## config.mk

```make
export PLATFORM = sky130hd
export DESIGN_NAME = matrix_multiply_accumulate_flat
export DESIGN_NICKNAME = d
export VERILOG_FILES = /design/src/sv/mma_pkg.sv /design/src/sv/mma_in_if.sv /design/src/sv/mma_out_if.sv /design/src/sv/matrix_multiply_accumulate.sv /design/src/sv/mma_ram.sv /design/src/sv/mma_cfg.sv /design/src/sv/mma_seq.sv /design/src/sv/mma_mac.sv /design/src/flat_wrapper.sv
export SDC_FILE = /design/constraint.sdc
export NUM_CORES = 2
export LEC_CHECK = 0
export BUFFER_PORTS_ARGS = -buffer_cell sky130_fd_sc_hd__buf_2
export CORE_MARGIN = 10
export CORE_UTILIZATION = 42
export DETAILED_ROUTE_END_ITERATION = 12
export HOLD_SLACK_MARGIN = 0.02
export PLACE_DENSITY = 0.66
export SLEW_MARGIN = 10
export SYNTH_ARGS = -nofsm -noshare
export SYNTH_HDL_FRONTEND = slang
export SYNTH_SLANG_ARGS = --single-unit
```

## constraint.sdc

```tcl
create_clock -name i_clk -period 18.4 [get_ports i_clk]
set_input_delay 2.76 -clock i_clk [delete_from_list [all_inputs] [get_ports i_clk]]
set_output_delay 2.76 -clock i_clk [all_outputs]
set_load 0.01 [all_outputs]
```

## src/sv/mma_pkg.sv

```systemverilog
`timescale 1ns / 1ps
// Shared types and constants for the matrix multiply-accumulate block.
// No dependencies.
package mma_pkg;

    localparam int IDX_FIELD_W = 3;
    localparam int DIM_W       = 4;
    localparam int APB_ADDR_W  = 4;
    localparam int APB_DATA_W  = 32;

    localparam logic [DIM_W-1:0] DIM_RESET = 4'd8;

    localparam logic [1:0] REG_ROW_COUNT    = 2'd0;
    localparam logic [1:0] REG_INNER_COUNT  = 2'd1;
    localparam logic [1:0] REG_COLUMN_COUNT = 2'd2;

    typedef enum logic [1:0] {
        OP_LOAD_LEFT  = 2'd0,
        OP_LOAD_RIGHT = 2'd1,
        OP_COMPUTE    = 2'd2
    } t_op;

    typedef enum logic {
        S_IDLE = 1'b0,
        S_RUN  = 1'b1
    } t_seq_state;

    typedef struct packed {
        logic [DIM_W-1:0] row_count;
        logic [DIM_W-1:0] inner_count;
        logic [DIM_W-1:0] column_count;
    } t_dims;

    // Tag that travels with each multiply through the pipeline.
    typedef struct packed {
        logic                   valid;
        logic                   first;
        logic                   lastk;
        logic [IDX_FIELD_W-1:0] row;
        logic [IDX_FIELD_W-1:0] col;
        logic                   last;
    } t_tag;

endpackage

```

## src/sv/mma_in_if.sv

```systemverilog
`timescale 1ns / 1ps
// Request channel: load and compute requests.
// Depends on mma_pkg.
interface mma_in_if
    import mma_pkg::*;
#(
    parameter int ELEM_BITS = 16
);
    logic                        valid;
    logic                        ready;
    logic [1:0]                  op;
    logic [IDX_FIELD_W-1:0]      row_index;
    logic [IDX_FIELD_W-1:0]      col_index;
    logic signed [ELEM_BITS-1:0] element_value;

    modport source (output valid, op, row_index, col_index, element_value, input ready);
    modport sink   (input valid, op, row_index, col_index, element_value, output ready);
endinterface

```

## src/sv/mma_out_if.sv

```systemverilog
`timescale 1ns / 1ps
// Result channel: one output element per dot product of a compute request.
// Depends on mma_pkg.
interface mma_out_if
    import mma_pkg::*;
#(
    parameter int SUM_BITS = 35
);
    logic                       valid;
    logic                       ready;
    logic [IDX_FIELD_W-1:0]     out_row;
    logic [IDX_FIELD_W-1:0]     out_column;
    logic signed [SUM_BITS-1:0] dot_sum;
    logic                       last;

    modport source (output valid, out_row, out_column, dot_sum, last, input ready);
    modport sink   (input valid, out_row, out_column, dot_sum, last, output ready);
endinterface

```

## src/sv/matrix_multiply_accumulate.sv

```systemverilog
`timescale 1ns / 1ps
// Matrix multiply-accumulate top level: Q8.8 operands, exact Q.16 dot products.
// Depends on mma_pkg, mma_in_if, mma_out_if, mma_ram, mma_cfg, mma_seq, mma_mac.
//
// Usage:
//   i_req carries load-left, load-right and compute requests (valid/ready).
//   A load writes one element at row*MAX_DIM+col of the left or right store
//   and produces nothing. Indexes at or beyond MAX_DIM are dropped. A
//   compute streams rows*columns results on o_rsp in row-major order, last
//   marking the final one.
//   Throughput: one multiply-accumulate per cycle while o_rsp does not
//   stall, so a compute holds i_req off while its multiplies are issued.
//   The dimension registers (APB, 0x0 rows, 0x4 inner, 0x8 columns) reset
//   to 8; the sequencer uses zero as 1 and anything above MAX_DIM as MAX_DIM.
//   Store contents are undefined after reset until loaded.
//   When o_rsp stalls, the whole multiply pipeline freezes and resumes
//   without loss; a new request is taken once all reads are issued.
module matrix_multiply_accumulate
    import mma_pkg::*;
#(
    parameter int MAX_DIM   = 8,
    parameter int ELEM_BITS = 16
) (
    input  logic                  i_clk,
    input  logic                  i_rst_n,
    mma_in_if.sink                i_req,
    mma_out_if.source             o_rsp,
    input  logic                  psel,
    input  logic                  penable,
    input  logic                  pwrite,
    input  logic [APB_ADDR_W-1:0] paddr,
    input  logic [APB_DATA_W-1:0] pwdata,
    output logic [APB_DATA_W-1:0] prdata,
    output logic                  pready
);
    localparam int DEPTH    = MAX_DIM * MAX_DIM;
    localparam int ADDR_W   = $clog2(DEPTH);
    localparam int SUM_BITS = 2 * ELEM_BITS + $clog2(MAX_DIM);
    localparam logic [IDX_FIELD_W:0] MAX_IDX = (IDX_FIELD_W+1)'(MAX_DIM);
    localparam logic [ADDR_W-1:0]    STRIDE  = ADDR_W'(MAX_DIM);

    t_dims                dims;
    t_tag                 tag;
    logic                 accept, busy, en, in_range;
    logic                 we_left, we_right, start;
    logic [ADDR_W-1:0]    waddr, left_addr, right_addr;
    logic [ELEM_BITS-1:0] left_data, right_data;

    assign i_req.ready = !busy;
    assign accept      = i_req.valid && !busy;
    assign in_range    = ({1'b0, i_req.row_index} < MAX_IDX) &&
                         ({1'b0, i_req.col_index} < MAX_IDX);
    assign waddr       = ADDR_W'(i_req.row_index) * STRIDE + ADDR_W'(i_req.col_index);
    assign we_left     = accept && in_range && (i_req.op == OP_LOAD_LEFT);
    assign we_right    = accept && in_range && (i_req.op == OP_LOAD_RIGHT);
    assign start       = accept && (i_req.op == OP_COMPUTE);

    mma_cfg u_cfg (
        .i_clk   (i_clk),
        .i_rst_n (i_rst_n),
        .psel    (psel),
        .penable (penable),
        .pwrite  (pwrite),
        .paddr   (paddr),
        .pwdata  (pwdata),
        .prdata  (prdata),
        .pready  (pready),
        .o_dims  (dims)
    );

    mma_ram #(.WIDTH(ELEM_BITS), .DEPTH(DEPTH)) u_left (
        .i_clk   (i_clk),
        .i_we    (we_left),
        .i_waddr (waddr),
        .i_wdata (i_req.element_value),
        .i_re    (en),
        .i_raddr (left_addr),
        .o_rdata (left_data)
    );

    mma_ram #(.WIDTH(ELEM_BITS), .DEPTH(DEPTH)) u_right (
        .i_clk   (i_clk),
        .i_we    (we_right),
        .i_waddr (waddr),
        .i_wdata (i_req.element_value),
        .i_re    (en),
        .i_raddr (right_addr),
        .o_rdata (right_data)
    );

    mma_seq #(.MAX_DIM(MAX_DIM)) u_seq (
        .i_clk        (i_clk),
        .i_rst_n      (i_rst_n),
        .i_start      (start),
        .i_en         (en),
        .i_dims       (dims),
        .o_left_addr  (left_addr),
        .o_right_addr (right_addr),
        .o_tag        (tag),
        .o_busy       (busy)
    );

    mma_mac #(.ELEM_BITS(ELEM_BITS), .SUM_BITS(SUM_BITS)) u_mac (
        .i_clk    (i_clk),
        .i_rst_n  (i_rst_n),
        .i_tag    (tag),
        .i_left   (left_data),
        .i_right  (right_data),
        .o_en     (en),
        .o_valid  (o_rsp.valid),
        .i_ready  (o_rsp.ready),
        .o_row    (o_rsp.out_row),
        .o_column (o_rsp.out_column),
        .o_sum    (o_rsp.dot_sum),
        .o_last   (o_rsp.last)
    );
endmodule

```

## src/sv/mma_ram.sv

```systemverilog
`timescale 1ns / 1ps
// Generic simple dual-port RAM, one write and one registered read port.
// No dependencies.
module mma_ram #(
    parameter int WIDTH = 16,
    parameter int DEPTH = 64
) (
    input  logic                     i_clk,
    input  logic                     i_we,
    input  logic [$clog2(DEPTH)-1:0] i_waddr,
    input  logic [WIDTH-1:0]         i_wdata,
    input  logic                     i_re,
    input  logic [$clog2(DEPTH)-1:0] i_raddr,
    output logic [WIDTH-1:0]         o_rdata
);
    logic [WIDTH-1:0] r_mem [DEPTH];

    always_ff @(posedge i_clk) begin
        if (i_we) begin
            r_mem[i_waddr] <= i_wdata;
        end
        if (i_re) begin
            o_rdata <= r_mem[i_raddr];
        end
    end
endmodule

```

## src/sv/mma_cfg.sv

```systemverilog
`timescale 1ns / 1ps
// APB register bank for the matrix dimensions.
// Depends on mma_pkg.
module mma_cfg
    import mma_pkg::*;
(
    input  logic                  i_clk,
    input  logic                  i_rst_n,
    input  logic                  psel,
    input  logic                  penable,
    input  logic                  pwrite,
    input  logic [APB_ADDR_W-1:0] paddr,
    input  logic [APB_DATA_W-1:0] pwdata,
    output logic [APB_DATA_W-1:0] prdata,
    output logic                  pready,
    output t_dims                 o_dims
);
    t_dims      r_dims;
    logic       wr;
    logic [1:0] idx;

    assign pready = 1'b1;
    assign wr     = psel && penable && pwrite;
    assign idx    = paddr[3:2];
    assign o_dims = r_dims;

    always_ff @(posedge i_clk) begin
        if (!i_rst_n) begin
            r_dims.row_count    <= DIM_RESET;
            r_dims.inner_count  <= DIM_RESET;
            r_dims.column_count <= DIM_RESET;
        end else if (wr) begin
            unique case (idx)
                REG_ROW_COUNT:    r_dims.row_count    <= pwdata[DIM_W-1:0];
                REG_INNER_COUNT:  r_dims.inner_count  <= pwdata[DIM_W-1:0];
                REG_COLUMN_COUNT: r_dims.column_count <= pwdata[DIM_W-1:0];
                default: ;
            endcase
        end
    end

    always_comb begin
        unique case (idx)
            REG_ROW_COUNT:    prdata = APB_DATA_W'(r_dims.row_count);
            REG_INNER_COUNT:  prdata = APB_DATA_W'(r_dims.inner_count);
            REG_COLUMN_COUNT: prdata = APB_DATA_W'(r_dims.column_count);
            default:          prdata = '0;
        endcase
    end
endmodule

```

## src/sv/mma_seq.sv

```systemverilog
`timescale 1ns / 1ps
// Compute sequencer: walks row, column and inner index, issues store reads.
// Depends on mma_pkg.
module mma_seq
    import mma_pkg::*;
#(
    parameter int MAX_DIM = 8
) (
    input  logic                                 i_clk,
    input  logic                                 i_rst_n,
    input  logic                                 i_start,
    input  logic                                 i_en,
    input  t_dims                                i_dims,
    output logic [$clog2(MAX_DIM*MAX_DIM)-1:0]   o_left_addr,
    output logic [$clog2(MAX_DIM*MAX_DIM)-1:0]   o_right_addr,
    output t_tag                                 o_tag,
    output logic                                 o_busy
);
    localparam int IDX_W  = $clog2(MAX_DIM);
    localparam int ADDR_W = $clog2(MAX_DIM*MAX_DIM);
    localparam logic [DIM_W-1:0]  MAX_D = DIM_W'(MAX_DIM);
    localparam logic [ADDR_W-1:0] STRIDE = ADDR_W'(MAX_DIM);

    function automatic logic [IDX_W-1:0] last_idx(input logic [DIM_W-1:0] d);
        logic [DIM_W-1:0] m;
        begin
            if (d == '0) begin
                m = '0;
            end else if (d > MAX_D) begin
                m = MAX_D - DIM_W'(1);
            end else begin
                m = d - DIM_W'(1);
            end
            return m[IDX_W-1:0];
        end
    endfunction

    t_seq_state       r_state, n_state;
    logic [IDX_W-1:0] r_i, r_j, r_k, n_i, n_j, n_k;
    logic [IDX_W-1:0] il, jl, kl;
    logic             issue, k_end, j_end, i_end;
    t_tag             r_tag, n_tag;

    assign il    = last_idx(i_dims.row_count);
    assign kl    = last_idx(i_dims.inner_count);
    assign jl    = last_idx(i_dims.column_count);
    assign k_end = (r_k == kl);
    assign j_end = (r_j == jl);
    assign i_end = (r_i == il);

    always_comb begin
        n_state = r_state;
        unique case (r_state)
            S_IDLE: if (i_start) n_state = S_RUN;
            S_RUN:  if (i_en && k_end && j_end && i_end) n_state = S_IDLE;
            default: n_state = S_IDLE;
        endcase
    end

    always_comb begin
        issue  = 1'b0;
        o_busy = 1'b0;
        unique case (r_state)
            S_IDLE: ;
            S_RUN: begin
                issue  = 1'b1;
                o_busy = 1'b1;
            end
            default: ;
        endcase
    end

    always_comb begin
        n_i = r_i;
        n_j = r_j;
        n_k = r_k;
        if (i_start && !issue) begin
            n_i = '0;
            n_j = '0;
            n_k = '0;
        end else if (issue && i_en) begin
            if (!k_end) begin
                n_k = r_k + IDX_W'(1);
            end else begin
                n_k = '0;
                if (!j_end) begin
                    n_j = r_j + IDX_W'(1);
                end else begin
                    n_j = '0;
                    n_i = r_i + IDX_W'(1);
                end
            end
        end
    end

    always_comb begin
        n_tag.valid = issue;
        n_tag.first = (r_k == '0);
        n_tag.lastk = k_end;
        n_tag.row   = IDX_FIELD_W'(r_i);
        n_tag.col   = IDX_FIELD_W'(r_j);
        n_tag.last  = i_end && j_end;
    end

    assign o_left_addr  = ADDR_W'(r_i) * STRIDE + ADDR_W'(r_k);
    assign o_right_addr = ADDR_W'(r_k) * STRIDE + ADDR_W'(r_j);
    assign o_tag        = r_tag;

    always_ff @(posedge i_clk) begin
        if (!i_rst_n) begin
            r_state     <= S_IDLE;
            r_i         <= '0;
            r_j         <= '0;
            r_k         <= '0;
            r_tag.valid <= 1'b0;
        end else begin
            r_state <= n_state;
            r_i     <= n_i;
            r_j     <= n_j;
            r_k     <= n_k;
            if (i_en) begin
                r_tag.valid <= n_tag.valid;
            end
        end
        if (i_en) begin
            r_tag.first <= n_tag.first;
            r_tag.lastk <= n_tag.lastk;
            r_tag.row   <= n_tag.row;
            r_tag.col   <= n_tag.col;
            r_tag.last  <= n_tag.last;
        end
    end
endmodule

```

## src/sv/mma_mac.sv

```systemverilog
`timescale 1ns / 1ps
// Multiply-accumulate pipeline with result register and stall control.
// Depends on mma_pkg.
module mma_mac
    import mma_pkg::*;
#(
    parameter int ELEM_BITS = 16,
    parameter int SUM_BITS  = 35
) (
    input  logic                       i_clk,
    input  logic                       i_rst_n,
    input  t_tag                       i_tag,
    input  logic [ELEM_BITS-1:0]       i_left,
    input  logic [ELEM_BITS-1:0]       i_right,
    output logic                       o_en,
    output logic                       o_valid,
    input  logic                       i_ready,
    output logic [IDX_FIELD_W-1:0]     o_row,
    output logic [IDX_FIELD_W-1:0]     o_column,
    output logic signed [SUM_BITS-1:0] o_sum,
    output logic                       o_last
);
    localparam int PROD_W = 2 * ELEM_BITS;

    t_tag                       r_s2, r_s3;
    logic signed [PROD_W-1:0]   r_prod;
    logic signed [SUM_BITS-1:0] r_acc;
    logic signed [SUM_BITS-1:0] prod_ext;
    logic                       done, push;

    assign done     = r_s3.valid && r_s3.lastk;
    assign o_en     = !(done && o_valid && !i_ready);
    assign push     = done && o_en;
    assign prod_ext = {{(SUM_BITS-PROD_W){r_prod[PROD_W-1]}}, r_prod};

    always_ff @(posedge i_clk) begin
        if (!i_rst_n) begin
            r_s2.valid <= 1'b0;
            r_s3.valid <= 1'b0;
            o_valid    <= 1'b0;
        end else begin
            if (o_en) begin
                r_s2.valid <= i_tag.valid;
                r_s3.valid <= r_s2.valid;
            end
            if (push) begin
                o_valid <= 1'b1;
            end else if (i_ready) begin
                o_valid <= 1'b0;
            end
        end
        if (o_en) begin
            r_prod      <= $signed(i_left) * $signed(i_right);
            r_s2.first  <= i_tag.first;
            r_s2.lastk  <= i_tag.lastk;
            r_s2.row    <= i_tag.row;
            r_s2.col    <= i_tag.col;
            r_s2.last   <= i_tag.last;
            r_acc       <= r_s2.first ? prod_ext : r_acc + prod_ext;
            r_s3.first  <= r_s2.first;
            r_s3.lastk  <= r_s2.lastk;
            r_s3.row    <= r_s2.row;
            r_s3.col    <= r_s2.col;
            r_s3.last   <= r_s2.last;
        end
        if (push) begin
            o_row    <= r_s3.row;
            o_column <= r_s3.col;
            o_sum    <= r_acc;
            o_last   <= r_s3.last;
        end
    end
endmodule
```

## src/flat_wrapper.sv

```systemverilog
// flat-port wrapper written by rule: the top's interface ports become plain ports
module matrix_multiply_accumulate_flat import mma_pkg::*;
#(
    parameter int MAX_DIM   = 8,
    parameter int ELEM_BITS = 16
)
  (i_clk, i_rst_n, psel, penable, pwrite, paddr, pwdata, prdata, pready, i_req_valid, i_req_op, i_req_row_index, i_req_col_index, i_req_element_value, i_req_ready, o_rsp_valid, o_rsp_out_row, o_rsp_out_column, o_rsp_dot_sum, o_rsp_last, o_rsp_ready);
  mma_in_if #(.ELEM_BITS(ELEM_BITS)) i_req_i ();
  mma_out_if o_rsp_i ();
  input  logic i_clk;
  input  logic i_rst_n;
  input  logic psel;
  input  logic penable;
  input  logic pwrite;
  input  logic [APB_ADDR_W-1:0] paddr;
  input  logic [APB_DATA_W-1:0] pwdata;
  output logic [APB_DATA_W-1:0] prdata;
  output logic pready;
  input wire logic [$bits(i_req_i.valid)-1:0] i_req_valid;
  input wire logic [$bits(i_req_i.op)-1:0] i_req_op;
  input wire logic [$bits(i_req_i.row_index)-1:0] i_req_row_index;
  input wire logic [$bits(i_req_i.col_index)-1:0] i_req_col_index;
  input wire logic [$bits(i_req_i.element_value)-1:0] i_req_element_value;
  output wire logic [$bits(i_req_i.ready)-1:0] i_req_ready;
  output wire logic [$bits(o_rsp_i.valid)-1:0] o_rsp_valid;
  output wire logic [$bits(o_rsp_i.out_row)-1:0] o_rsp_out_row;
  output wire logic [$bits(o_rsp_i.out_column)-1:0] o_rsp_out_column;
  output wire logic [$bits(o_rsp_i.dot_sum)-1:0] o_rsp_dot_sum;
  output wire logic [$bits(o_rsp_i.last)-1:0] o_rsp_last;
  input wire logic [$bits(o_rsp_i.ready)-1:0] o_rsp_ready;
  assign i_req_i.valid = i_req_valid;
  assign i_req_i.op = i_req_op;
  assign i_req_i.row_index = i_req_row_index;
  assign i_req_i.col_index = i_req_col_index;
  assign i_req_i.element_value = i_req_element_value;
  assign i_req_ready = i_req_i.ready;
  assign o_rsp_valid = o_rsp_i.valid;
  assign o_rsp_out_row = o_rsp_i.out_row;
  assign o_rsp_out_column = o_rsp_i.out_column;
  assign o_rsp_dot_sum = o_rsp_i.dot_sum;
  assign o_rsp_last = o_rsp_i.last;
  assign o_rsp_i.ready = o_rsp_ready;
  matrix_multiply_accumulate #(.MAX_DIM(MAX_DIM), .ELEM_BITS(ELEM_BITS)) u_core (.i_clk(i_clk), .i_rst_n(i_rst_n), .i_req(i_req_i), .o_rsp(o_rsp_i), .psel(psel), .penable(penable), .pwrite(pwrite), .paddr(paddr), .pwdata(pwdata), .prdata(prdata), .pready(pready));
endmodule
```

==> results.md <==
- Post-layout nets: around 5600
- Initial antenna violation count: 19
- Root Buffer: clkbuf_16
- DP HPWL: 132 mm
- RR Endpoint: u_core.u_mac.r_prod[31]
- Reg2Reg Depth: 19
- Largest net degree at the start of global routing: 128
- Slew Limit Fails: 0
- Gr ovfl total: 0
- Hold Path Class: flop to flop
- PortBufs: 84
- Crit path from: u_core.u_right.o_rdata[1]
- GP Congestion: 0.824
- Status: complete, no violations
- Gr busiest metal: met2
- Post-route ant nets: 0
- Crit path kind: flop to flop
- Final clock skew: 34.9 ps
- Ys Warns: 0
- Clock Sink Count: 2241
- Post-synthesis register bit count: 2241
- Worst-Margin Slew: ~1100 ps
- Cell row count: 176
- First-pass GRT wire length: 325 mm
- Worst skew pair latency: approximately 860 ps
- Setup slack, reg-to-reg: 11400 ps
- Drt first pass iters: 6
- RSZ-0062 raised after global routing: false
- Max FO, Critical Path: 16
- Tmin final: 7000 ps
- Arrival time worst endpoint: ~7600 ps
- Setup_tns: 0 ps
- Mapped Area: 96700 sq um
- Critical Path Source Type: flop
- Total Routed Length: around 220 mm
- Vias/cell: roughly 5.6
- CTS resizes: 0
- Die width: 500 microns
- Fraction of layout cells with a size suffix above 1: 23.6%
- Power density cells: between 100 and 150 nW/um^2
- Die Footprint: 250000 sq um
- Max Fclk: about 0.14 GHz
- Clk slew on worst S/H paths: 70 ps
- Synthesized instance count: between 4000 and 5000
- Ys async rst share: 0%
- Via count: 46300
- CP endpoint: u_core.u_mac.r_prod[31]
- Synth Flop Type: edfxtp_1
- Post-synth cell types: 62
- GR Util met2: 28.7%
- Max-cap viol count: 0
- Data required, critical path: between 15000 and 20000 ps
- Area growth syn-to-layout: 11.5%
- Clock buffer depth: 3
- Ports: 144
- Crit. End Element: flop
- Initial cell density of the core: 42.2%
- Total power: 12500 uW
- Number of synthesized flops with an enable pin: 2215
- Met3 global-route usage: 3.18%
- Vias in the first global route: roughly 48000
- Maximum vdd drop: 81.5 uV
- Fin. Hold Viols: 0
- GRT Util Overall: between 10% and 20%
- CTS tree: done
- Worst slew margin: between 20% and 30%
- Final Cycle Share: a little under two fifths
- Syn_area_per_cell: 20.0 sq um
- M1 GR Usage: a little under a quarter
- Leak Pwr: 0.0352 uW
- CTS H-tree depth: 4
- CTS buffer count: 209
- DRC: 0
- Core Footprint: around 230000 sq um
- Die H: 500 microns
- Per-cell routed wire length: 26.5 microns
- FF-to-FF Start: u_core.u_right.o_rdata[1]
- Post-synthesis sequential area ratio: 69.3%
- Post-layout util: 47.0%
- Postcts setup bufs: 0
- CTS Hold Bufs: 0
- DRT iter0 DRCs: approximately 4700
- Fill cells: ~19000
- Final setup viols: 0
## critical path, stage by stage, from the launching register on
cell and delay [ps]:
edfxtp_1 830, nand2_1 210, inv_1 170, fa_1 520, fa_1 800, inv_1 110
fa_1 500, fa_1 580, fa_1 430, fa_1 490, inv_1 40, ha_1 360
and4_1 290, nand3_1 120, a31oi_1 290, nor2_1 150, a311o_1 320, a21oi_1 230
nand2b_1 180, o211ai_1 110
## power by group
| part | leakage (uW) | switching, uW | total [uW] | internal [uW] |
|---|---|---|---|---|
| sequential | 0.0204 | 64.2 | 5880 | 5810 |
| combinational | 0.0117 | 1370 | 2420 | 1050 |
| clock | 0.00319 | 1860 | 4170 | 2310 |
## cell type report
type	count	area, sq um	share of cell area, %
Multi-Input combinational cell	2045	27300	25.3
Inverter	350	1330	1.23
Clock inverter	128	1130	1.05
Timing Repair Buffer	254	1770	1.64
Tap cell	3026	3790	3.51
Sequential cell	2241	67100	62.2
Clock buffer	256	5430	5.03
Antenna cell	6	15.0	0.0139
## worst min path at each step
stage,startpoint,end,slack (ps),cells after the start
after detailed placement,u_core.u_seq.o_tag[5],u_core.u_mac.r_s2[5],400,0
final,u_core.u_seq.o_tag[5],u_core.u_mac.r_s2[5],420,0
after CTS,u_core.u_mac.r_s3[1],u_core.u_mac.o_column[0],410,0
after global placement,u_core.u_mac.r_s3[1],u_core.u_mac.o_column[0],400,0
after global routing,u_core.u_seq.o_tag[5],u_core.u_mac.r_s2[5],420,0
after floorplan,u_core.u_mac.r_s3[1],u_core.u_mac.o_column[0],400,0
## cells in the final DEF (no fill, tap or decap), types with 11 or more instances in the layout
cell and count:
and2_1 119, a21o_1 15, inv_1 347, buf_4 183, clkbuf_16 210, ha_1 123, dfxtp_1 21, nor3_1 13
o21ai_0 74, a21oi_1 64, xor2_1 23, buf_2 68, fa_1 263, nor2_1 179, edfxtp_1 2215, nor2b_1 18
clkinv_2 41, clkinvlp_4 11, mux4_2 672, nand3_1 16, mux2i_1 20, a21boi_0 11, clkinv_1 45, conb_1 29
clkbuf_1 46, bufinv_16 15, nand2_1 210, nand2b_1 25, xnor2_1 50
## through the flow
| stage | instances | cell area [sq um] | hold slack [ps] | setup WS [ps] |
|---|---|---|---|---|
| after global routing | 8304 | 108000 | 420 | 11070 |
| after floorplan | 4875 | 96800 | 400 | 11930 |
| after CTS | 8300 | 108000 | 413 | 11360 |
| after detailed placement | 7916 | 101000 | 405 | 11360 |
| after global placement | 7916 | 101000 | 402 | 11400 |
| final | 8306 | 108000 | 418 | 11400 |
## flip-flops by register name, summed over array words and instances (netlist names), 9 cells and up
name and cells:
u_core.u_left.r_mem 1024, u_core.u_mac.r_s3 9, u_core.u_mac.o_sum 35, u_core.u_seq.o_tag 10
u_core.u_mac.r_s2 10, u_core.u_mac.r_acc 35, u_core.u_mac.r_prod 32, u_core.u_left.o_rdata 16
u_core.u_cfg.o_dims 12, u_core.u_right.r_mem 1024, u_core.u_right.o_rdata 16
## per-layer routing
metal | vias to the layer above | share of wire, %
met5 | - | 0.034
met4 | 12 | 2.5
li1 | 19500 | -
met2 | 1668 | 49
met3 | 336 | 7.0
met1 | 24800 | 41
## kinds of logic after synthesis
group,Yosys count,share of synthesized area (%)
AO/OA/AOI/OAI,225,1.42
XOR/XNOR,73,0.661
adder cells (fa/ha/maj),388,7.06
buffers and inverters,589,2.56
flip-flops,2241,69.3
multiplexers,695,15.9
other,2,0.00776
AND/OR/NAND/NOR,635,3.10
## synth_stat cells, types with 4 or more instances
library cell	instances	area (sq um)
nor3_1	13	65.1
fa_1	263	5270
nand2_1	210	788
nand4_1	6	37.5
clkbuf_1	120	450
o31ai_1	6	45.0
nand3_1	16	80.1
mux4_2	672	15100
xnor2_1	50	438
a21o_1	15	113
mux2i_1	20	200
or3_1	9	56.3
nand2b_1	25	156
a21boi_0	11	82.6
o21bai_1	8	60.1
and2_1	119	744
and3_1	6	37.5
nand3b_1	6	45.0
inv_1	349	1310
buf_4	40	300
xor2_1	23	201
nor4b_1	4	35.0
nor2_1	184	691
nor2b_1	18	113
dfxtp_1	26	521
buf_2	44	220
o21ai_0	74	370
a21oi_1	64	320
nor3b_1	5	37.5
o211ai_1	6	45.0
ha_1	123	1540
or3b_2	4	35.0
a211oi_1	5	37.5
o21a_1	10	75.1
buf_1	27	101
edfxtp_1	2215	66500
buf_6	8	90.1
Power figures use the tool's default switching activity.
